File: src/rtl/core/dpas_pkg.sv
`timescale 1ns / 1ps
package dpas_pkg;

	localparam int TAB_LEN = 24;
	localparam int TAB_IDX_W = 5;
	localparam int XY_W = 35;
	localparam int Z_W = 29;
	localparam int MUL_A_W = 16;
	localparam int MUL_B_W = 33;
	localparam int PROD_W = MUL_A_W + MUL_B_W;
	localparam int ACC_W = 52;
	localparam logic signed [Z_W-1:0] PI_Q24 = 29'sd52707179;

	localparam logic [2:0] REG_SPEED_P = 3'd0;
	localparam logic [2:0] REG_SPEED_I = 3'd1;
	localparam logic [2:0] REG_SPEED_D = 3'd2;
	localparam logic [2:0] REG_STEER_P = 3'd3;
	localparam logic [2:0] REG_STEER_I = 3'd4;
	localparam logic [2:0] REG_STEER_D = 3'd5;
	localparam logic [2:0] REG_AXLE = 3'd6;

	// control of the shared multiplier
	typedef struct packed {
		logic mul;  // register a*b
		logic acc;  // add registered product into accumulator
		logic clr;  // with acc: load product instead of adding
	} mac_ctl_t;

	// atan(2^-i) in Q.24
	function automatic logic signed [Z_W-1:0] atan_q24(input logic [TAB_IDX_W-1:0] i);
		logic signed [Z_W-1:0] r;
		begin
			case (i)
				5'd0: r = 29'sd13176795;
				5'd1: r = 29'sd7778716;
				5'd2: r = 29'sd4110060;
				5'd3: r = 29'sd2086331;
				5'd4: r = 29'sd1047214;
				5'd5: r = 29'sd524117;
				5'd6: r = 29'sd262123;
				5'd7: r = 29'sd131069;
				5'd8: r = 29'sd65536;
				5'd9: r = 29'sd32768;
				5'd10: r = 29'sd16384;
				5'd11: r = 29'sd8192;
				5'd12: r = 29'sd4096;
				5'd13: r = 29'sd2048;
				5'd14: r = 29'sd1024;
				5'd15: r = 29'sd512;
				5'd16: r = 29'sd256;
				5'd17: r = 29'sd128;
				5'd18: r = 29'sd64;
				5'd19: r = 29'sd32;
				5'd20: r = 29'sd16;
				5'd21: r = 29'sd8;
				5'd22: r = 29'sd4;
				5'd23: r = 29'sd2;
				default: r = '0;
			endcase
			return r;
		end
	endfunction

endpackage

File: src/rtl/core/dual_pid_ackermann_steer_top.sv
`timescale 1ns / 1ps
// Two discrete PID loops for a car with Ackermann steering. A word with tuser 0 is a
// command: it stores the target speed and the target steering angle atan(L*omega/v)
// (zero when v or omega is zero) and gives no output word. A word with tuser 1 is
// odometry: the measured steering angle atan2(yaw*L, v) (zero when v is zero) is found,
// then the speed loop and the steering loop run and one output word carries the speed
// drive and the negated steering drive, each saturated to 16 bits. Gains are Q3.12,
// speeds Q7.8, angles Q3.12. An odometry word goes through the idle state that takes it,
// the y = omega*L product, the iterative CORDIC (one rotation per cycle), each loop on one
// shared 16x33 multiplier (three products per loop) and the load of the output register.
// A command word ends after the CORDIC; a command with zero speed or rate and odometry
// with zero speed skip the CORDIC. The output load also waits while the previous output
// word is still unaccepted. s_tready is high only while the sequencer is idle; a finished
// output word waits in its register while the next item is taken. Write the registers
// through cfg_we/cfg_addr/cfg_data only while idle; the block itself does not enforce this.
module dual_pid_ackermann_steer_top #(
	parameter int CORDIC_STEPS = 14,
	parameter int GAIN_FRAC_BITS = 12
) (
	input  logic clk,
	input  logic arst_n,
	input  logic s_tvalid,
	output logic s_tready,
	input  logic [31:0] s_tdata,  // linear_velocity[15:0], angular_velocity[31:16]
	input  logic s_tuser,         // req_type
	output logic m_tvalid,
	input  logic m_tready,
	output logic [31:0] m_tdata,  // speed_drive[15:0], steer_drive[31:16]
	input  logic cfg_we,
	input  logic [2:0] cfg_addr,
	input  logic [15:0] cfg_data
);
	import dpas_pkg::*;

	localparam logic [3:0] ST_IDLE = 4'd0;
	localparam logic [3:0] ST_YMUL = 4'd1;
	localparam logic [3:0] ST_YACC = 4'd2;
	localparam logic [3:0] ST_CWAIT = 4'd3;
	localparam logic [3:0] ST_PE = 4'd4;
	localparam logic [3:0] ST_M0 = 4'd5;
	localparam logic [3:0] ST_M1 = 4'd6;
	localparam logic [3:0] ST_M2 = 4'd7;
	localparam logic [3:0] ST_M3 = 4'd8;
	localparam logic [3:0] ST_RND = 4'd9;
	localparam logic [3:0] ST_OUT = 4'd10;

	// configuration
	logic signed [15:0] kp_q [2];
	logic signed [15:0] ki_q [2];
	logic signed [15:0] kd_q [2];
	logic [15:0] axle_q;

	// controller state
	logic [3:0] state_q;
	logic odo_q;
	logic lp_q;  // 0 speed loop, 1 steering loop
	logic signed [15:0] v_q, w_q;
	logic signed [15:0] tgt_speed_q, tgt_angle_q, meas_q;
	logic signed [31:0] sum_q [2];
	logic signed [16:0] last_q [2];
	logic signed [16:0] e_q;
	logic signed [31:0] sumn_q;
	logic signed [17:0] diff_q;
	logic signed [15:0] spd_res_q;
	logic m_valid_q;
	logic [31:0] m_data_q;
	logic out_load;

	// shared units
	mac_ctl_t mctl;
	logic signed [MUL_A_W-1:0] ma;
	logic signed [MUL_B_W-1:0] mb;
	logic signed [ACC_W-1:0] acc;
	logic c_start, c_done;
	logic c_go_q;
	logic signed [XY_W-1:0] cx, cy;
	logic signed [15:0] c_angle;

	// loop arithmetic
	logic signed [16:0] tgt_sel, meas_sel, e_new;
	logic signed [32:0] sum_ext;
	logic signed [31:0] sum_new;
	logic signed [17:0] diff_new;
	logic signed [ACC_W:0] acc_n, acc_r;
	logic signed [15:0] res16;
	logic zero_ang;

	assign s_tready = (state_q == ST_IDLE);
	assign m_tvalid = m_valid_q;
	assign m_tdata = m_data_q;

	dpas_mac u_mac (
		.clk(clk), .arst_n(arst_n), .ctl(mctl), .a(ma), .b(mb), .acc(acc)
	);

	dpas_cordic #(.CORDIC_STEPS(CORDIC_STEPS)) u_cordic (
		.clk(clk), .arst_n(arst_n), .start(c_start), .fold(!odo_q),
		.x0(cx), .y0(cy), .done(c_done), .angle(c_angle)
	);

	// x = v * 4096, y = omega * L from the multiplier
	assign cx = XY_W'(v_q) <<< 12;
	assign cy = XY_W'($signed(acc[31:0]));
	assign zero_ang = (v_q == 16'sd0) || (!odo_q && w_q == 16'sd0);
	// degenerate vectors skip the CORDIC so it never runs in the background
	assign c_start = c_go_q && !zero_ang;
	assign out_load = (state_q == ST_OUT) && (!m_valid_q || m_tready);

	always_comb begin
		mctl = '0;
		ma = '0;
		mb = '0;
		case (state_q)
			ST_YMUL: begin
				mctl.mul = 1'b1;
				ma = w_q;
				mb = MUL_B_W'($signed({1'b0, axle_q}));
			end
			ST_YACC: begin
				mctl.acc = 1'b1;
				mctl.clr = 1'b1;
			end
			ST_M0: begin
				mctl.mul = 1'b1;
				ma = kp_q[lp_q];
				mb = MUL_B_W'(e_q);
			end
			ST_M1: begin
				mctl.mul = 1'b1;
				mctl.acc = 1'b1;
				mctl.clr = 1'b1;
				ma = ki_q[lp_q];
				mb = MUL_B_W'(sumn_q);
			end
			ST_M2: begin
				mctl.mul = 1'b1;
				mctl.acc = 1'b1;
				ma = kd_q[lp_q];
				mb = MUL_B_W'(diff_q);
			end
			ST_M3: mctl.acc = 1'b1;
			default: mctl = '0;
		endcase
	end

	always_comb begin
		tgt_sel = lp_q ? 17'(tgt_angle_q) : 17'(tgt_speed_q);
		meas_sel = lp_q ? 17'(meas_q) : 17'(v_q);
		e_new = tgt_sel - meas_sel;
		sum_ext = 33'(sum_q[lp_q]) + 33'(e_new);
		if (sum_ext > 33'sh0_7FFF_FFFF)
			sum_new = 32'sh7FFF_FFFF;
		else if (sum_ext < -33'sh0_8000_0000)
			sum_new = 32'sh8000_0000;
		else
			sum_new = sum_ext[31:0];
		diff_new = 18'(e_new) - 18'(last_q[lp_q]);
		acc_n = lp_q ? -(ACC_W+1)'(acc) : (ACC_W+1)'(acc);
		acc_r = (acc_n + ((ACC_W+1)'(1) <<< (GAIN_FRAC_BITS - 1))) >>> GAIN_FRAC_BITS;
		if (acc_r > (ACC_W+1)'(32767))
			res16 = 16'sh7FFF;
		else if (acc_r < -(ACC_W+1)'(32768))
			res16 = 16'sh8000;
		else
			res16 = acc_r[15:0];
	end

	// cordic starts in the cycle after the y product lands
	always_ff @(posedge clk or negedge arst_n) begin
		if (!arst_n)
			c_go_q <= 1'b0;
		else
			c_go_q <= (state_q == ST_YACC);
	end

	always_ff @(posedge clk or negedge arst_n) begin
		if (!arst_n) begin
			kp_q[0] <= 16'sd7209;
			ki_q[0] <= 16'sd0;
			kd_q[0] <= 16'sd41;
			kp_q[1] <= 16'sd7127;
			ki_q[1] <= 16'sd0;
			kd_q[1] <= 16'sd41;
			axle_q <= 16'd12288;
		end else if (cfg_we) begin
			case (cfg_addr)
				REG_SPEED_P: kp_q[0] <= cfg_data;
				REG_SPEED_I: ki_q[0] <= cfg_data;
				REG_SPEED_D: kd_q[0] <= cfg_data;
				REG_STEER_P: kp_q[1] <= cfg_data;
				REG_STEER_I: ki_q[1] <= cfg_data;
				REG_STEER_D: kd_q[1] <= cfg_data;
				REG_AXLE: axle_q <= cfg_data;
				default: ;
			endcase
		end
	end

	// output valid: set on load, cleared when taken
	always_ff @(posedge clk or negedge arst_n) begin
		if (!arst_n)
			m_valid_q <= 1'b0;
		else if (out_load)
			m_valid_q <= 1'b1;
		else if (m_tready)
			m_valid_q <= 1'b0;
	end

	always_ff @(posedge clk or negedge arst_n) begin
		if (!arst_n) begin
			state_q <= ST_IDLE;
			odo_q <= 1'b0;
			lp_q <= 1'b0;
			tgt_speed_q <= '0;
			tgt_angle_q <= '0;
			sum_q[0] <= '0;
			sum_q[1] <= '0;
			last_q[0] <= '0;
			last_q[1] <= '0;
		end else begin
			case (state_q)
				ST_IDLE: begin
					if (s_tvalid) begin
						odo_q <= s_tuser;
						v_q <= s_tdata[15:0];
						w_q <= s_tdata[31:16];
						state_q <= ST_YMUL;
					end
				end
				ST_YMUL: state_q <= ST_YACC;
				ST_YACC: state_q <= ST_CWAIT;
				ST_CWAIT: begin
					if (c_go_q && zero_ang) begin
						// degenerate vector: angle is zero, no rotation needed
						if (odo_q) begin
							meas_q <= '0;
							lp_q <= 1'b0;
							state_q <= ST_PE;
						end else begin
							tgt_speed_q <= v_q;
							tgt_angle_q <= '0;
							state_q <= ST_IDLE;
						end
					end else if (c_done) begin
						if (odo_q) begin
							meas_q <= c_angle;
							lp_q <= 1'b0;
							state_q <= ST_PE;
						end else begin
							tgt_speed_q <= v_q;
							tgt_angle_q <= c_angle;
							state_q <= ST_IDLE;
						end
					end
				end
				ST_PE: begin
					e_q <= e_new;
					sumn_q <= sum_new;
					diff_q <= diff_new;
					sum_q[lp_q] <= sum_new;
					last_q[lp_q] <= e_new;
					state_q <= ST_M0;
				end
				ST_M0: state_q <= ST_M1;
				ST_M1: state_q <= ST_M2;
				ST_M2: state_q <= ST_M3;
				ST_M3: state_q <= ST_RND;
				ST_RND: begin
					if (!lp_q) begin
						spd_res_q <= res16;
						lp_q <= 1'b1;
						state_q <= ST_PE;
					end else begin
						state_q <= ST_OUT;
					end
				end
				ST_OUT: begin
					// accumulator still holds the steering sum here
					if (out_load) begin
						m_data_q <= {res16, spd_res_q};
						state_q <= ST_IDLE;
					end
				end
				default: state_q <= ST_IDLE;
			endcase
		end
	end
endmodule

File: src/rtl/core/dpas_cordic.sv
`timescale 1ns / 1ps
module dpas_cordic #(
	parameter int CORDIC_STEPS = 14
) (
	input  logic clk,
	input  logic arst_n,
	input  logic start,
	input  logic fold,  // fold left half plane without adding pi
	input  logic signed [dpas_pkg::XY_W-1:0] x0,
	input  logic signed [dpas_pkg::XY_W-1:0] y0,
	output logic done,
	output logic signed [15:0] angle
);
	import dpas_pkg::*;

	localparam logic [TAB_IDX_W-1:0] LAST = TAB_IDX_W'(CORDIC_STEPS);

	logic busy_q;
	logic [TAB_IDX_W-1:0] cnt_q;
	logic signed [XY_W-1:0] x_q, y_q;
	logic signed [Z_W-1:0] z_q;
	logic signed [XY_W-1:0] dx, dy;
	logic signed [Z_W:0] zr;

	assign dx = y_q >>> cnt_q;
	assign dy = x_q >>> cnt_q;
	assign done = busy_q && (cnt_q == LAST);
	assign zr = {z_q[Z_W-1], z_q} + (Z_W+1)'(2048);
	assign angle = zr[27:12];

	always_ff @(posedge clk or negedge arst_n) begin
		if (!arst_n) begin
			busy_q <= 1'b0;
			cnt_q <= '0;
		end else if (start) begin
			busy_q <= 1'b1;
			cnt_q <= '0;
		end else if (busy_q) begin
			if (cnt_q == LAST)
				busy_q <= 1'b0;
			else
				cnt_q <= cnt_q + 1'b1;
		end
	end

	always_ff @(posedge clk) begin
		if (start) begin
			if (x0 < 0) begin
				x_q <= -x0;
				y_q <= -y0;
				if (fold)
					z_q <= '0;
				else
					z_q <= (y0 >= 0) ? PI_Q24 : -PI_Q24;
			end else begin
				x_q <= x0;
				y_q <= y0;
				z_q <= '0;
			end
		end else if (busy_q && cnt_q != LAST) begin
			if (y_q > 0) begin
				x_q <= x_q + dx;
				y_q <= y_q - dy;
				z_q <= z_q + atan_q24(cnt_q);
			end else if (y_q < 0) begin
				x_q <= x_q - dx;
				y_q <= y_q + dy;
				z_q <= z_q - atan_q24(cnt_q);
			end
		end
	end
endmodule

File: src/rtl/core/dpas_mac.sv
`timescale 1ns / 1ps
module dpas_mac (
	input  logic clk,
	input  logic arst_n,
	input  dpas_pkg::mac_ctl_t ctl,
	input  logic signed [dpas_pkg::MUL_A_W-1:0] a,
	input  logic signed [dpas_pkg::MUL_B_W-1:0] b,
	output logic signed [dpas_pkg::ACC_W-1:0] acc
);
	import dpas_pkg::*;

	logic signed [PROD_W-1:0] prod_q;
	logic signed [ACC_W-1:0] acc_q;

	assign acc = acc_q;

	always_ff @(posedge clk or negedge arst_n) begin
		if (!arst_n) begin
			acc_q <= '0;
		end else if (ctl.acc) begin
			if (ctl.clr)
				acc_q <= ACC_W'(prod_q);
			else
				acc_q <= acc_q + ACC_W'(prod_q);
		end
	end

	always_ff @(posedge clk) begin
		if (ctl.mul)
			prod_q <= a * b;
	end
endmodule
File: config.mk
export PLATFORM = sky130hd
export DESIGN_NAME = dual_pid_ackermann_steer_top
export DESIGN_NICKNAME = d
export VERILOG_FILES = /design/src/rtl/core/dpas_pkg.sv /design/src/rtl/core/dual_pid_ackermann_steer_top.sv /design/src/rtl/core/dpas_cordic.sv /design/src/rtl/core/dpas_mac.sv
export SDC_FILE = /design/constraint.sdc
export NUM_CORES = 2
export LEC_CHECK = 0
export ABC_AREA = 1
export CORE_UTILIZATION = 55
export CTS_BUF_LIST = sky130_fd_sc_hd__clkbuf_16
export CTS_CLUSTER_DIAMETER = 200
export DETAILED_ROUTE_END_ITERATION = 6
export DONT_BUFFER_PORTS = 1
export PLACE_DENSITY = 0.72
export SLEW_MARGIN = 20
export SYNTH_ARGS = -nofsm -noshare
export SYNTH_HDL_FRONTEND = slang
export SYNTH_SLANG_ARGS = --single-unit
export TNS_END_PERCENT = 10
File: constraint.sdc
create_clock -name clk -period 12 [get_ports clk]
set_input_delay 0 -clock clk [delete_from_list [all_inputs] [get_ports clk]]
set_output_delay 0 -clock clk [all_outputs]
set_load 0.005 [all_outputs]
==> flow_summary.json <==
{
  "async_flop_share": 0.498,
  "die_h_microns": 342,
  "critPathMaxStageDelay_ps": 1070,
  "hold_viol": 0,
  "yosysTopAreaCell": "fa_1",
  "nFillCells": 10500,
  "detail_route.iter0.violations": 4784,
  "netlist_instances": 8487,
  "grt.overflow.total": 0,
  "cts_sinks": 618,
  "area_growth_pct": 7.89,
  "dieArea_sq_um": 117000,
  "start_util": 0.556,
  "cp-endpoint": "u_mac.prod_q[45]",
  "post_drt_via_cell_ratio": 5.66,
  "yosysUniqueCellTypes": 70,
  "reg2reg_slack_ps": 2180,
  "final_cells": 10000,
  "dpl.hpwl_microns": 152000,
  "cts_tree": "built",
  "post-place-cells": 9815,
  "wl_met2_microns": 93600,
  "slew-limit-headroom": 0.258,
  "worst_hold_slack_ps": 11.6,
  "track_usage": 0.342,
  "synth_top_flop_cell": "edfxtp_1",
  "cpMaxStageDelayCell": "clkinv_1",
  "drc": 60,
  "layout_common_cells": "nand2_1, inv_1, nor2_1, o21ai_0, fa_1",
  "cp-end-kind": "flip-flop",
  "drt-pass1-iter-count": 7,
  "antenna_left": 0,
  "cts_root_buffer": "clkbuf_16",
  "path_clk_slew_ps": 70,
  "numCtsBuffers": 71,
  "fin_crit_ps": 9820,
  "startpoint": "state_q[2]",
  "cap_violations": 0,
  "violations": "DRC",
  "synth_edf_count": 310,
  "ios": 91,
  "setup-tns-final_ps": 0,
  "fin_skew_ps": 40.4,
  "row_count": 124,
  "routedLengthMet1_microns": 81800,
  "finalMaxSlewViolations": 0,
  "worstReg2RegEnd": "u_mac.prod_q[45]",
  "drive_above_1_share": 0.0516,
  "wl_met3_microns": 14700,
  "critPathKind": "reg -> reg",
  "grt_pass1_vias": 56400,
  "die_w_microns": 342,
  "avgSynthCellArea_sq_um": 7.50,
  "layout_commonest_cell": "nand2_1",
  "finalWirelength_microns": 199000,
  "post-cts-setup-buffers": 0,
  "rsz0062_at_grt": "no",
  "grt_pass1_wl_microns": 313000,
  "ctsHoldBuffers": 88,
  "num_vias": 56900,
  "nNetsFinal": 9364,
  "status": "finished, violations left",
  "hold_path_class": "in -> reg",
  "grt_max_degree": 309,
  "finalSetupViolations": 0,
  "gp_congestion": 1.03,
  "yosysWarnings": 0,
  "syn_nets": 9385,
  "yosysTopAreaCellShare": 0.157,
  "cts_resized": 0,
  "syn-cell-area_sq_um": 63600,
  "cpMostUsedCell": "inv_1",
  "antenna_found_initial": 7,
  "io_buffer_count": 0,
  "worst_pin_slew_ps": 1110,
  "r2r_start": "state_q[2]",
  "critPathArrivalTime_ps": 10220,
  "worst-r2r-cell-count": 31,
  "dr.max_layer_used": "met4",
  "h-tree-depth": 3,
  "cts_buffer_depth": 3,
  "core_area_sq_um": 115000,
  "fmax_mhz": 102,
  "required_ps": 12390,
  "min_period_over_period": 0.819,
  "clk_latency_ps": 670,
  "start_kind": "flip-flop",
  "path_max_fanout": 33,
  "ys_ff_latch": 618,
  "wl_per_cell_microns": 19.8,
  "ys_seq_area_frac": 0.268,
  "synth_area_leaders": "fa_1, edfxtp_1, nand2_1, dfrtp_1, inv_1"
}
[cell usage after synthesis, drive strengths merged (16+ instances only)]
cell type,count
a21oi,448
dfrtp,284
or2,33
a21o,25
nand4,61
mux2i,36
fa,498
nor2,920
o221ai,17
nor4,20
a22oi,50
o21a,23
inv,1315
clkbuf,197
edfxtp,310
nand2,2169
o211ai,26
a31oi,78
ha,343
a22o,16
xor2,203
dfstp,24
o21ai,781
nand3,226
buf,73
xnor2,127
nor3,52
[worst max-delay path: cells and delay by family, from the launching register on]
family          cells  cell delay (ps)
fa+ha+maj           7             3210
buf+inv            10             2620
compound gates      8             1730
simple gates        5             1400
flops               1              390
xor+xnor            1              170
[per-layer routing]
metal,GRT usage,vias to the layer above
li1,-,27100
met1,0.445,27200
met2,0.571,2203
met3,0.0499,439
met4,0.145,0
met5,0,-
[worst min-delay path by stage]
stage / startpoint / end / cells past startpoint / slack [ps]
floorplan: arst_n / axle_q[0] / 0 / -300
global placement: arst_n / sum_q[56] / 0 / -260
detailed placement: arst_n / u_mac.acc[41] / 0 / -280
CTS: s_tdata[15] / v_q[15] / 1 / 30
global route: cfg_addr[0] / kd_q[21] / 3 / 70
finish: cfg_addr[0] / kd_q[19] / 3 / 10
[state kept, by name, indices dropped and copies added (netlist names), 34 cells and up]
register      flops
last_q           34
sum_q            64
u_cordic.x_q     35
u_cordic.y_q     35
u_mac.acc        52
u_mac.prod_q     49
[final cells by class]
| cell class | instances | area [sq um] | area share |
|---|---|---|---|
| multi-input cells | 6270 | 40600 | 0.592 |
| flip-flops and latches | 618 | 17100 | 0.248 |
| inverters | 1329 | 4990 | 0.0727 |
| well taps | 1512 | 1890 | 0.0276 |
| clock buffers | 72 | 1800 | 0.0262 |
| repair buffers | 176 | 1600 | 0.0233 |
| clock inverters | 60 | 648 | 0.00944 |
| diodes | 8 | 20.0 | 0.000292 |
[kinds of logic (layout without fill, tap and decap cells)]
family / Yosys count / count (layout) / share of synthesized area
and+or+nand+nor: 3512 / 3512 / 0.226
AOI/OAI and AO/OA: 1551 / 1551 / 0.135
buffers and inverters: 1599 / 1637 / 0.0957
adders and majority gates: 841 / 841 / 0.224
muxes: 36 / 36 / 0.00566
xor gates and xnor gates: 330 / 330 / 0.0454
other: 0 / 8 / 0
DFF: 618 / 618 / 0.268
[stage by stage]
step / utilization / cell area (sq um) / setup WS (ps)
3_5_place_dp: 0.570 / 65200 / 2580
3_3_place_gp: 0.570 / 65200 / 2730
5_1_grt: 0.599 / 68600 / 1620
4_1_cts: 0.599 / 68600 / 2590
6_report: 0.600 / 68600 / 2180
2_1_floorplan: - / 63600 / 3110
Power is left out: the tool's default activity adds up to more than one toggle a clock period on the data nets, which glitch-free logic cannot reach.
